File: src/hdl/srsw_pkg.sv
// Shared types and constants for the selective-repeat sender window.
package srsw_pkg;

    // Fixed field widths
    localparam int REF_W       = 16;
    localparam int CMD_W       = 2;
    localparam int FRAME_OUT_W = 8;
    localparam int TOTAL_W     = 9;
    localparam int TIMEOUT_W   = 16;
    localparam int IDLE_W      = 16;
    localparam int CFG_ADDR_W  = 2;
    localparam int CFG_DATA_W  = 16;
    localparam int OUT_USER_W  = 2;

    // Configuration reset values
    localparam logic [TOTAL_W-1:0]   TOTAL_RESET   = 9'd10;
    localparam logic [TIMEOUT_W-1:0] TIMEOUT_RESET = 16'd30;
    localparam logic                 NACK_EN_RESET = 1'b0;

    // Request kinds
    localparam logic [CMD_W-1:0] CMD_TICK = 2'd0;
    localparam logic [CMD_W-1:0] CMD_ACK  = 2'd1;
    localparam logic [CMD_W-1:0] CMD_NACK = 2'd2;

    // Configuration register indexes
    localparam logic [CFG_ADDR_W-1:0] CFG_TOTAL   = 2'd0;
    localparam logic [CFG_ADDR_W-1:0] CFG_TIMEOUT = 2'd1;
    localparam logic [CFG_ADDR_W-1:0] CFG_NACK_EN = 2'd2;

    // Controller states
    typedef enum logic [2:0] {
        S_IDLE,
        S_NEW,
        S_CMD,
        S_SLIDE,
        S_EMIT
    } t_state;

    // Controller to datapath
    typedef struct packed {
        logic load;
        logic new_frames;
        logic handle;
        logic slide;
        logic emit;
    } t_dp_cmd;

    // Datapath to controller
    typedef struct packed {
        logic can_slide;
        logic has_pick;
    } t_dp_status;

endpackage

File: src/hdl/srsw_ctrl.sv
// Sequencer that steps one request through new-frame, handling, slide and emit phases.
module srsw_ctrl (
    input  logic                 i_clk,
    input  logic                 i_rst_n,
    input  logic                 i_s_tvalid,
    input  srsw_pkg::t_dp_status i_status,
    output logic                 o_s_tready,
    output srsw_pkg::t_dp_cmd    o_cmd
);
    import srsw_pkg::*;

    t_state r_state;
    t_state n_state;

    // State register
    always_ff @(posedge i_clk) begin
        if (!i_rst_n) begin
            r_state <= S_IDLE;
        end else begin
            r_state <= n_state;
        end
    end

    // Next state
    always_comb begin
        n_state = r_state;
        case (r_state)
            S_IDLE: begin
                if (i_s_tvalid) begin
                    n_state = S_NEW;
                end
            end
            S_NEW:   n_state = S_CMD;
            S_CMD:   n_state = S_SLIDE;
            S_SLIDE: begin
                if (!i_status.can_slide) begin
                    n_state = S_EMIT;
                end
            end
            S_EMIT: begin
                if (!i_status.has_pick) begin
                    n_state = S_IDLE;
                end
            end
            default: n_state = S_IDLE;
        endcase
    end

    // Outputs
    always_comb begin
        o_s_tready       = (r_state == S_IDLE);
        o_cmd.load       = (r_state == S_IDLE) && i_s_tvalid;
        o_cmd.new_frames = (r_state == S_NEW);
        o_cmd.handle     = (r_state == S_CMD);
        o_cmd.slide      = (r_state == S_SLIDE) && i_status.can_slide;
        o_cmd.emit       = (r_state == S_EMIT);
    end

endmodule

File: src/hdl/srsw_dp.sv
// Window state, configuration registers, request handling and result register.
module srsw_dp #(
    parameter int WINDOW     = 4,
    parameter int MAX_FRAMES = 256
) (
    input  logic                                i_clk,
    input  logic                                i_rst_n,
    input  logic                                i_cfg_we,
    input  logic [srsw_pkg::CFG_ADDR_W-1:0]     i_cfg_addr,
    input  logic [srsw_pkg::CFG_DATA_W-1:0]     i_cfg_wdata,
    input  srsw_pkg::t_dp_cmd                   i_cmd,
    input  logic [srsw_pkg::REF_W-1:0]          i_s_tdata,
    input  logic [srsw_pkg::CMD_W-1:0]          i_s_tuser,
    output srsw_pkg::t_dp_status                o_status,
    input  logic                                i_m_tready,
    output logic                                o_m_tvalid,
    output logic [srsw_pkg::FRAME_OUT_W-1:0]    o_m_tdata,
    output logic [srsw_pkg::OUT_USER_W-1:0]     o_m_tuser,
    output logic                                o_m_tlast
);
    import srsw_pkg::*;

    localparam int FW = $clog2(MAX_FRAMES + 1);
    localparam int XW = FW + 1;
    localparam int IW = (WINDOW > 1) ? $clog2(WINDOW) : 1;
    localparam int CW = (XW > TOTAL_W) ? XW : TOTAL_W;

    // Configuration
    logic [TOTAL_W-1:0]   r_total;
    logic [TIMEOUT_W-1:0] r_timeout;
    logic                 r_nack_en;

    // Window state
    logic [FW-1:0]     r_base;
    logic [FW-1:0]     r_next;
    logic [WINDOW-1:0] r_acked;     // bit j: frame base+j acknowledged
    logic [IDLE_W-1:0] r_idle;

    // Request in flight
    logic [CMD_W-1:0]  r_kind;
    logic [REF_W-1:0]  r_ref;
    logic [FW-1:0]     r_emit_ptr;
    logic [WINDOW-1:0] r_res_mask;  // bit j: resend frame base+j
    logic              r_nack_pend;
    logic [FW-1:0]     r_nack_frame;

    // Result register
    logic                   r_out_valid;
    logic [FRAME_OUT_W-1:0] r_out_frame;
    logic                   r_out_resend;
    logic                   r_out_last;
    logic                   r_out_done;

    logic [FW-1:0]     w_total;
    logic [XW-1:0]     w_win_end;
    logic [XW-1:0]     w_lim;
    logic              w_has_new;
    logic [IDLE_W-1:0] w_idle_inc;
    logic              w_fire;
    logic [FW-1:0]     w_out_cnt;
    logic [WINDOW-1:0] w_tick_mask;
    logic              w_ack_ok;
    logic [IW-1:0]     w_ack_off;
    logic              w_nack_ok;
    logic              w_can_slide;
    logic              w_new_left;
    logic              w_mask_any;
    logic [WINDOW-1:0] w_low_bit;
    logic [WINDOW-1:0] w_rest_mask;
    logic [IW-1:0]     w_low_idx;
    logic              w_has_pick;
    logic [FW-1:0]     w_pick_frame;
    logic              w_pick_last;
    logic              w_out_load;

    // Effective frame count, clamped to the storage range
    always_comb begin
        w_total = (CW'(r_total) > CW'(MAX_FRAMES)) ? FW'(MAX_FRAMES) : FW'(r_total);
    end

    // New-frame limit: min(base + WINDOW, total)
    always_comb begin
        w_win_end = XW'(r_base) + XW'(WINDOW);
        w_lim     = (w_win_end < XW'(w_total)) ? w_win_end : XW'(w_total);
        w_has_new = XW'(r_next) < w_lim;
    end

    // Request handling terms (next already holds the post-emission value)
    always_comb begin
        w_idle_inc = (r_idle == '1) ? r_idle : r_idle + 1'b1;
        w_fire     = (w_idle_inc > r_timeout) && (r_base < r_next);
        w_out_cnt  = r_next - r_base;
        for (int j = 0; j < WINDOW; j++) begin
            w_tick_mask[j] = (j < int'(w_out_cnt)) && !r_acked[j];
        end
        w_ack_ok  = (r_ref < REF_W'(w_total)) && (r_ref < REF_W'(r_next))
                    && (r_ref >= REF_W'(r_base));
        w_ack_off = IW'(r_ref - REF_W'(r_base));
        w_nack_ok = r_nack_en && (r_ref >= REF_W'(r_base)) && (r_ref < REF_W'(r_next));
    end

    // Base slides over acknowledged frames one per cycle
    assign w_can_slide = (r_base < w_total) && r_acked[0];

    // Result selection: new frames, then timeout resends, then the nack resend
    always_comb begin
        w_new_left  = (r_emit_ptr != r_next);
        w_mask_any  = |r_res_mask;
        w_low_bit   = r_res_mask & (~r_res_mask + 1'b1);
        w_rest_mask = r_res_mask & ~w_low_bit;
        w_low_idx   = '0;
        for (int j = WINDOW - 1; j >= 0; j--) begin
            if (r_res_mask[j]) begin
                w_low_idx = IW'(j);
            end
        end
        w_has_pick = w_new_left || w_mask_any || r_nack_pend;
        if (w_new_left) begin
            w_pick_frame = r_emit_ptr;
            w_pick_last  = ((r_emit_ptr + 1'b1) == r_next) && !w_mask_any && !r_nack_pend;
        end else if (w_mask_any) begin
            w_pick_frame = r_base + FW'(w_low_idx);
            w_pick_last  = !(|w_rest_mask) && !r_nack_pend;
        end else begin
            w_pick_frame = r_nack_frame;
            w_pick_last  = 1'b1;
        end
        w_out_load = i_cmd.emit && w_has_pick && (!r_out_valid || i_m_tready);
    end

    // Configuration registers
    always_ff @(posedge i_clk) begin
        if (!i_rst_n) begin
            r_total   <= TOTAL_RESET;
            r_timeout <= TIMEOUT_RESET;
            r_nack_en <= NACK_EN_RESET;
        end else if (i_cfg_we) begin
            case (i_cfg_addr)
                CFG_TOTAL:   r_total   <= i_cfg_wdata[TOTAL_W-1:0];
                CFG_TIMEOUT: r_timeout <= i_cfg_wdata[TIMEOUT_W-1:0];
                CFG_NACK_EN: r_nack_en <= i_cfg_wdata[0];
                default: ;
            endcase
        end
    end

    // Captured request payload
    always_ff @(posedge i_clk) begin
        if (i_cmd.load) begin
            r_kind <= i_s_tuser;
            r_ref  <= i_s_tdata;
        end
    end

    // Window state and resend bookkeeping
    always_ff @(posedge i_clk) begin
        if (!i_rst_n) begin
            r_base      <= '0;
            r_next      <= '0;
            r_acked     <= '0;
            r_idle      <= '0;
            r_emit_ptr  <= '0;
            r_res_mask  <= '0;
            r_nack_pend <= 1'b0;
        end else begin
            if (i_cmd.load) begin
                r_res_mask  <= '0;
                r_nack_pend <= 1'b0;
            end
            if (i_cmd.new_frames) begin
                r_emit_ptr <= r_next;
                if (w_has_new) begin
                    r_next <= w_lim[FW-1:0];
                    r_idle <= '0;
                end
            end
            if (i_cmd.handle) begin
                case (r_kind)
                    CMD_TICK: begin
                        r_idle <= w_fire ? '0 : w_idle_inc;
                        if (w_fire) begin
                            r_res_mask <= w_tick_mask;
                        end
                    end
                    CMD_ACK: begin
                        if (w_ack_ok) begin
                            r_acked[w_ack_off] <= 1'b1;
                        end
                    end
                    CMD_NACK: begin
                        if (w_nack_ok) begin
                            r_nack_pend <= 1'b1;
                            r_idle      <= '0;
                        end
                    end
                    default: ;
                endcase
            end
            if (i_cmd.slide) begin
                r_base  <= r_base + 1'b1;
                r_acked <= r_acked >> 1;
            end
            if (w_out_load) begin
                if (w_new_left) begin
                    r_emit_ptr <= r_emit_ptr + 1'b1;
                end else if (w_mask_any) begin
                    r_res_mask <= w_rest_mask;
                end else begin
                    r_nack_pend <= 1'b0;
                end
            end
        end
    end

    // Nack frame number, in range once accepted
    always_ff @(posedge i_clk) begin
        if (i_cmd.handle) begin
            r_nack_frame <= FW'(r_ref);
        end
    end

    // Result register
    always_ff @(posedge i_clk) begin
        if (!i_rst_n) begin
            r_out_valid <= 1'b0;
        end else if (w_out_load) begin
            r_out_valid <= 1'b1;
        end else if (i_m_tready) begin
            r_out_valid <= 1'b0;
        end
    end

    always_ff @(posedge i_clk) begin
        if (w_out_load) begin
            r_out_frame  <= FRAME_OUT_W'(w_pick_frame);
            r_out_resend <= !w_new_left;
            r_out_last   <= w_pick_last;
            r_out_done   <= (r_base >= w_total);
        end
    end

    assign o_status.can_slide = w_can_slide;
    assign o_status.has_pick  = w_has_pick;
    assign o_m_tvalid         = r_out_valid;
    assign o_m_tdata          = r_out_frame;
    assign o_m_tuser          = {r_out_done, r_out_resend};
    assign o_m_tlast          = r_out_last;

endmodule

File: src/hdl/selective_repeat_sender_window_unit.sv
// Selective-repeat ARQ sender window: sends new frames, tracks acks, resends on timeout or nack.
// Each request (tick, ack or nack) is accepted in idle and then passes the new-frame, handling,
// base-slide and emit states; the slide state steps the base over acknowledged frames one per
// cycle and the emit state loads one result per cycle while the result side keeps up, waiting
// while it stalls. Base steps and results of one request together number at most 2 * WINDOW (a
// tick with a zero timeout after a full window of new frames).
// Results of a request are emitted after the request is fully handled, so all_done reflects
// the window base at the end of the request. One result register decouples the result side;
// the next request is taken while the last result still waits. The user must write configuration
// only while the block is idle; the block itself does not enforce this. There is no read-back.
module selective_repeat_sender_window_unit #(
    parameter int WINDOW     = 4,
    parameter int MAX_FRAMES = 256
) (
    input  logic                             i_clk,
    input  logic                             i_rst_n,
    input  logic                             i_cfg_we,
    input  logic [srsw_pkg::CFG_ADDR_W-1:0]  i_cfg_addr,
    input  logic [srsw_pkg::CFG_DATA_W-1:0]  i_cfg_wdata,
    input  logic                             i_s_tvalid,
    output logic                             o_s_tready,
    input  logic [srsw_pkg::REF_W-1:0]       i_s_tdata,   // [15:0] frame_ref
    input  logic [srsw_pkg::CMD_W-1:0]       i_s_tuser,   // [1:0] cmd
    output logic                             o_m_tvalid,
    input  logic                             i_m_tready,
    output logic [srsw_pkg::FRAME_OUT_W-1:0] o_m_tdata,   // [7:0] frame_number
    output logic [srsw_pkg::OUT_USER_W-1:0]  o_m_tuser,   // [0] is_resend, [1] all_done
    output logic                             o_m_tlast
);
    import srsw_pkg::*;

    t_dp_cmd    w_cmd;
    t_dp_status w_status;

    srsw_ctrl u_ctrl (
        .i_clk      (i_clk),
        .i_rst_n    (i_rst_n),
        .i_s_tvalid (i_s_tvalid),
        .i_status   (w_status),
        .o_s_tready (o_s_tready),
        .o_cmd      (w_cmd)
    );

    srsw_dp #(
        .WINDOW     (WINDOW),
        .MAX_FRAMES (MAX_FRAMES)
    ) u_dp (
        .i_clk       (i_clk),
        .i_rst_n     (i_rst_n),
        .i_cfg_we    (i_cfg_we),
        .i_cfg_addr  (i_cfg_addr),
        .i_cfg_wdata (i_cfg_wdata),
        .i_cmd       (w_cmd),
        .i_s_tdata   (i_s_tdata),
        .i_s_tuser   (i_s_tuser),
        .o_status    (w_status),
        .i_m_tready  (i_m_tready),
        .o_m_tvalid  (o_m_tvalid),
        .o_m_tdata   (o_m_tdata),
        .o_m_tuser   (o_m_tuser),
        .o_m_tlast   (o_m_tlast)
    );

endmodule

File: config.mk
export PLATFORM = sky130hd
export DESIGN_NAME = selective_repeat_sender_window_unit
export DESIGN_NICKNAME = d
export VERILOG_FILES = /design/src/hdl/srsw_pkg.sv /design/src/hdl/srsw_ctrl.sv /design/src/hdl/srsw_dp.sv /design/src/hdl/selective_repeat_sender_window_unit.sv
export SDC_FILE = /design/constraint.sdc
export NUM_CORES = 1
export LEC_CHECK = 0
export BUFFER_PORTS_ARGS = -buffer_cell sky130_fd_sc_hd__buf_4
export CAP_MARGIN = 20
export CORE_ASPECT_RATIO = 1.75
export CORE_MARGIN = 2
export CORE_UTILIZATION = 40
export DETAILED_ROUTE_END_ITERATION = 8
export PLACE_DENSITY = 0.57
export SLEW_MARGIN = 0
export SYNTH_ARGS = -nofsm -noshare
export SYNTH_HDL_FRONTEND = slang
export SYNTH_SLANG_ARGS = --single-unit
File: constraint.sdc
create_clock -name i_clk -period 4.5 [get_ports i_clk]
set_clock_uncertainty 0.1 [all_clocks]
set_input_delay 0.45 -clock i_clk [delete_from_list [all_inputs] [get_ports i_clk]]
set_output_delay 0.45 -clock i_clk [all_outputs]
set_load 0.03 [all_outputs]
# Word level (Yosys, flattened, before mapping)

Cells that the tools add are included.

Flip-flop bits (word level): 119
Input port bits: 41
Output and inout port bits: 13
Word-level logic and storage cells: 157

$add $sub $neg: 8
Order comparisons: 16
Eq/ne operators: 14
Mux-type cells: 46
Bitwise gates (word level): 6
Reduce and logical (&&, ||, !) cells: 47

Operators with widths:

| cell                                                                        | count |
|---|---|
| 16-bit 2-to-1 mux                                                           | 6 |
| 9-bit 2-to-1 mux                                                            | 4 |
| 16-bit by 9-bit less-than comparator with 1-bit output                      | 2 |
| 16-bit case mux with 2 select lines                                         | 1 |
| 4-bit 2-to-1 mux                                                            | 7 |
| 3-bit 2-to-1 mux                                                            | 7 |
| 9-bit by 1-bit adder with 9-bit output, second input constant               | 2 |
| 1-bit logical AND                                                           | 18 |
| 1-bit by 9-bit less-than comparator with 1-bit output, first input constant | 2 |
| 2-bit by 9-bit less-than comparator with 1-bit output, first input constant | 2 |
| 9-bit less-than comparator                                                  | 2 |
| 16-bit by 1-bit adder with 16-bit output, second input constant             | 1 |
| 16-bit == test, second input constant                                       | 1 |
| 16-bit by 9-bit >= comparator with 1-bit output                             | 1 |
| 16-bit > comparator                                                         | 1 |
| 8-bit 2-to-1 mux                                                            | 2 |
| 3-bit case mux with 5 select lines                                          | 1 |
| 1-bit 2-to-1 mux                                                            | 12 |
| 9-bit by 3-bit adder with 10-bit output, second input constant              | 1 |
| 10-bit by 9-bit less-than comparator with 1-bit output                      | 1 |
| 9-bit by 10-bit less-than comparator with 1-bit output                      | 1 |
| 10-bit 2-to-1 mux                                                           | 1 |
| 9-bit == test                                                               | 1 |
| 9-bit >= comparator                                                         | 1 |
| 29 further kinds                                                            | 59 |

# Depth between registers and ports, before layout

Word-level depth: 10
Gate-level depth with buffers: 21
Mapped depth without buffers: 19

# Modules after synthesis

A second synthesis with hierarchy kept.

Cells, all modules: 883
Area, all modules: 7833.8 µm²

Modules (own cells, without submodules):

| module    | times used | cells each | area each (µm²) | seq. area each (µm²) |
|---|---|---|---|---|
| srsw_dp   | 1          | 864        | 7659.8          | 2692.6 |
| srsw_ctrl | 1          | 19         | 173.9           | 60.1 |

# Least setup slack after synthesis

Ideal clock, no wire load.

Kind: flip-flop to flip-flop
From: register u_dp.r_base[4]
To: register u_dp.r_idle[9]
Arrival time: 4236 ps
Required time: 4283 ps
Path slack: 47 ps
Cell stages (with the launch flop): 22
Buffers on the path: 2
Clock period less this slack: 4453 ps
Cell sequence: dfxtp_1 -> nand3_4 -> or3_1 -> xnor2_1 -> inv_1 -> ha_1 -> a21o_1 -> a21oi_2 -> o21ai_2 -> nor2_1 -> buf_2 -> nand2_1 -> o21a_1 -> ha_1 -> a21o_1 -> a21o_1 -> a221o_1 -> a221oi_2 -> o21a_4 -> nor4_4 -> buf_6 -> a22o_1

Longest elaborated chain between the ends: 9
Elaborated cells on any way between the ends: 15
Classes of those cells: add/sub (1); order compare (4); mux (7); reduce/logical (3)

RTL lines:

| element                                                | RTL line       | text |
|---|---|---|
| from (decl)                                            | srsw_dp.sv:34  | `logic [FW-1:0] r_base;` |
| from (signal assigned)                                 | srsw_dp.sv:200 | `r_base <= r_base + 1'b1;` |
| 9-bit by 3-bit adder with 10-bit output                | srsw_dp.sv:83  | `w_win_end = XW'(r_base) + XW'(WINDOW);` |
| 10-bit by 9-bit less-than comparator with 1-bit output | srsw_dp.sv:84  | `w_lim = (w_win_end < XW'(w_total)) ? w_win_end : XW'(w_total);` |
| 10-bit 2-to-1 mux                                      | srsw_dp.sv:84  |  |
| 9-bit by 10-bit less-than comparator with 1-bit output | srsw_dp.sv:85  | `w_has_new = XW'(r_next) < w_lim;` |
| 16-bit 2-to-1 mux                                      | srsw_dp.sv:172 | `if (w_has_new) begin` |
| 16-bit 2-to-1 mux                                      | srsw_dp.sv:170 | `if (i_cmd.new_frames) begin` |
| 16-bit 2-to-1 mux                                      | srsw_dp.sv:191 | `if (w_nack_ok) begin` |
| 16-bit case mux with 2 select lines                    | srsw_dp.sv:178 | `case (r_kind)` |
| 16-bit 2-to-1 mux *                                    | srsw_dp.sv:177 | `if (i_cmd.handle) begin` |
| to (signal assigned)                                   | srsw_dp.sv:180 | `r_idle <= w_fire ? '0 : w_idle_inc;` |
| to (decl)                                              | srsw_dp.sv:37  | `logic [IDLE_W-1:0] r_idle;` |

Every way passes the cells marked *; elsewhere a longest branch is shown, timed or not.
A chain may end at the register's enable or synchronous reset.

# Worst setup path in the final report

From: register u_dp.r_base[2]
To: register u_dp.r_idle[0]

The elaborated chain is that of the path after synthesis.

==> impl_metrics.env <==
export IMPL_synth_nets=1004
export IMPL_synth_area_sq_um=7900
export IMPL_crit_type="flip-flop to flip-flop"
export IMPL_n_antenna_cell=0
export IMPL_grt_max_degree=30
export IMPL_maxSlewViolCount=0
export IMPL_fp_coreArea_sq_um=19600
export IMPL_clock_fmax_mhz=225
export IMPL_finalSetupViolations=0
export IMPL_layout_commonest_cell="buf_4"
export IMPL_seq_power_share_pct=34.7
export IMPL_antenna_found_initial=0
export IMPL_p_leak_nw=4.00
export IMPL_numCtsBuffers=17
export IMPL_cts_buffer_depth=2
export IMPL_max_cap_violations=0
export IMPL_timing_hold_ws_ns=0.0961
export IMPL_clk_latency_ns=0.43
export IMPL_required_ns=4.72
export IMPL_clkPwrFrac_pct=37.1
export IMPL_rsz0062_at_grt="true"
export IMPL_cp_arrival_ns=4.66
export IMPL_grt_pass1_vias=6769
export IMPL_fin_tns_setup_ns=0
export IMPL_final_cell_mix="101 x buf_4, 94 x nand2_1, 79 x ha_1"
export IMPL_cts_tree="done"
export IMPL_via_per_inst=5.54
export IMPL_synth_top_area_cell="dfxtp_1"
export IMPL_crit_path_end_kind="flip-flop"
export IMPL_yosys_warnings=0
export IMPL_dr_total_vias=6805
export IMPL_dp_hpwl_um=18100
export IMPL_synth_edf_count=37
export IMPL_fin_nets=1095
export IMPL_place_area_sq_um=8780
export IMPL_seq_area_sq_um=2760
export IMPL_finalCriticalPeriod_ns=4.44
export IMPL_drtIter0Drc=354
export IMPL_crit_fanout=4
export IMPL_timing_slew_headroom_pct=36.4
export IMPL_cts_hold_fix_buffers=0
export IMPL_drc=0
export IMPL_clock_sinks=119
export IMPL_grt_first_pass_wirelength_um=35800
export IMPL_yosysSeqAreaShare_pct=34.9
export IMPL_place_congestion=0.930
export IMPL_p_int_mw=2.43
export IMPL_power_density_nw_per_um2=389
export IMPL_drt_wl_total_um=23500
export IMPL_dr_pass1_iters=5
export IMPL_htree_levels=4
export IMPL_grt_use_total_pct=23.2
export IMPL_multi_input_area_sq_um=4860
export IMPL_hold_viol_final=0
export IMPL_p_sw_mw=1.27
export IMPL_portBuffers=53
export IMPL_clock_root_buffer="clkbuf_16"
export IMPL_final_area_sq_um=9520
export IMPL_ys_types=91
export IMPL_rows=68
export IMPL_outcome="completed"
export IMPL_clk_pin_slew_ns=0.06
export IMPL_switching_share_pct=34.4
export IMPL_die_y_um=190
export IMPL_synth_top_flop_cell="dfxtp_1"
export IMPL_layout_drive_gt1_share_pct=20.7
export IMPL_ir_worst_vdd_mv=0.222
export IMPL_ant_nets=0
export IMPL_p_comb_share_pct=28.1
export IMPL_ys_ff_latch=119
export IMPL_fill_cells=1897
export IMPL_holdCritPathClass="input pin to flip-flop"
export IMPL_start_util_pct=40.4
export IMPL_syn_to_final_growth_pct=20.5
export IMPL_critPathLaunchType="flip-flop"
export IMPL_worst_pin_slew_ns=0.950
export IMPL_fin_crit_sh_pct=98.7
export IMPL_synth_top_area_share_pct=20.8
export IMPL_wire_per_inst_um=19.2
export IMPL_synthTopCellsByArea="dfxtp_1 21%, edfxtp_1 14%, ha_1 13%, nand2_1 4.5%, a21oi_1 4.2%"
export IMPL_ys_async_sr_fraction_pct=0
export IMPL_die_w_um=110
export IMPL_io_pins=54
export IMPL_grt_ovfl_total=0
export IMPL_syn_area_per_cell_sq_um=8.98
export IMPL_syn_inst=879
export IMPL_die_area_sq_um=20900
## cell usage after synthesis, types with 11 or more instances
| cell | count |
|---|---|
| a21o_1 | 16 |
| a21oi_1 | 67 |
| and3_1 | 18 |
| clkbuf_1 | 11 |
| dfxtp_1 | 82 |
| edfxtp_1 | 37 |
| ha_1 | 81 |
| inv_1 | 55 |
| mux2i_1 | 16 |
| nand2_1 | 95 |
| nand3_1 | 22 |
| nand4_1 | 16 |
| nor2_1 | 78 |
| nor3_1 | 17 |
| o21ai_0 | 32 |
| xnor2_1 | 30 |
## logic make-up after synthesis
kind of cell | Yosys count | synth area share, %
AND/OR/NAND/NOR | 315 | 20.5
AO/OA/AOI/OAI | 208 | 18.4
flip-flops | 119 | 34.9
buffers and inverters | 88 | 4.88
adder cells (fa/ha/maj) | 84 | 13.6
XOR/XNOR | 39 | 4.33
multiplexers | 26 | 3.45
## sequential cells by signal, summed over array words and instances (netlist names), 2 cells and up
register,flops
u_dp.r_idle,16
u_dp.r_kind,2
u_dp.r_next,9
u_dp.r_nack_frame,8
u_dp.r_emit_ptr,9
u_dp.r_res_mask,4
u_dp.r_ref,16
u_dp.o_m_tdata,8
u_dp.r_total,9
u_dp.r_timeout,16
u_dp.r_base,9
u_dp.r_acked,4
u_ctrl.r_state,3
## final timing paths
check                    startpoint                 to  slack (ns)  cells after the start
setup / recovery     u_dp.r_base[2]     u_dp.r_idle[0]        0.06                     20
hold / removal        i_s_tdata[14]     u_dp.r_ref[14]         0.1                      1
setup reg to reg     u_dp.r_base[2]     u_dp.r_idle[0]        0.06                     20
hold reg to reg   u_dp.r_timeout[7]  u_dp.r_timeout[7]        0.36                      2
## per-stage QoR
stage / setup WS (ns) / cells / total power [mW] / utilization (%)
final: 0.0600 / 1228 / 3.70 / 48.6
after global routing: -0.141 / 1228 / 3.88 / 48.6
after CTS: 0.000130 / 1225 / 3.71 / 48.1
after detailed placement: -0.219 / 1190 / 2.32 / 44.8
after global placement: -0.169 / 1190 / 2.31 / 44.8
after floorplan: 0.0472 / 879 / 2.03 / -
## layout make-up
cell class	count	area share, %
Multi-Input combinational cell	672	51.0
Sequential cell	119	29.0
Timing Repair Buffer	104	8.32
Clock buffer	17	4.47
Tap cell	245	3.22
Inverter	56	2.21
Clock inverter	15	1.72
## worst max-delay path, cell delays in order, from the launching register on
cell and delay [ns]:
dfxtp_4 0.38, nand3_4 0.08, or3_4 0.41, xnor2_4 0.18, inv_2 0.07, ha_4 0.27
nand3_1 0.13, a21oi_2 0.21, nor2_2 0.08, buf_6 0.12, buf_4 0.14, o21a_1 0.21
ha_1 0.28, a21o_1 0.19, a21o_1 0.15, a221o_1 0.33, a221oi_2 0.29, o21a_4 0.20
nor4_4 0.05, buf_4 0.17, a221o_1 0.30
## per-layer routing
layer	share of wire, %	up-vias	track usage, %
li1	-	3376	-
met1	37	3202	23.2
met2	53	162	42.4
met3	2.9	65	4.35
met4	6.7	0	14.7
met5	0	-	0
## repair_timing
item | CTS | global route
endpoints found under the setup margin | 24 | 25
resized for setup | 6 | 18
setup buffers | 3 | 3
pin swaps | 2 | 18
## power by group through the flow
stage / clock (mW) / sequential [mW] / combinational, mW
floorplan: 0 / 1.27 / 0.758
global route: 1.44 / 1.29 / 1.15
global placement: 0 / 1.31 / 1.00
CTS: 1.40 / 1.29 / 1.03
finish: 1.38 / 1.29 / 1.04
detailed placement: 0 / 1.31 / 1.01
(Power assumes the default switching activity.)
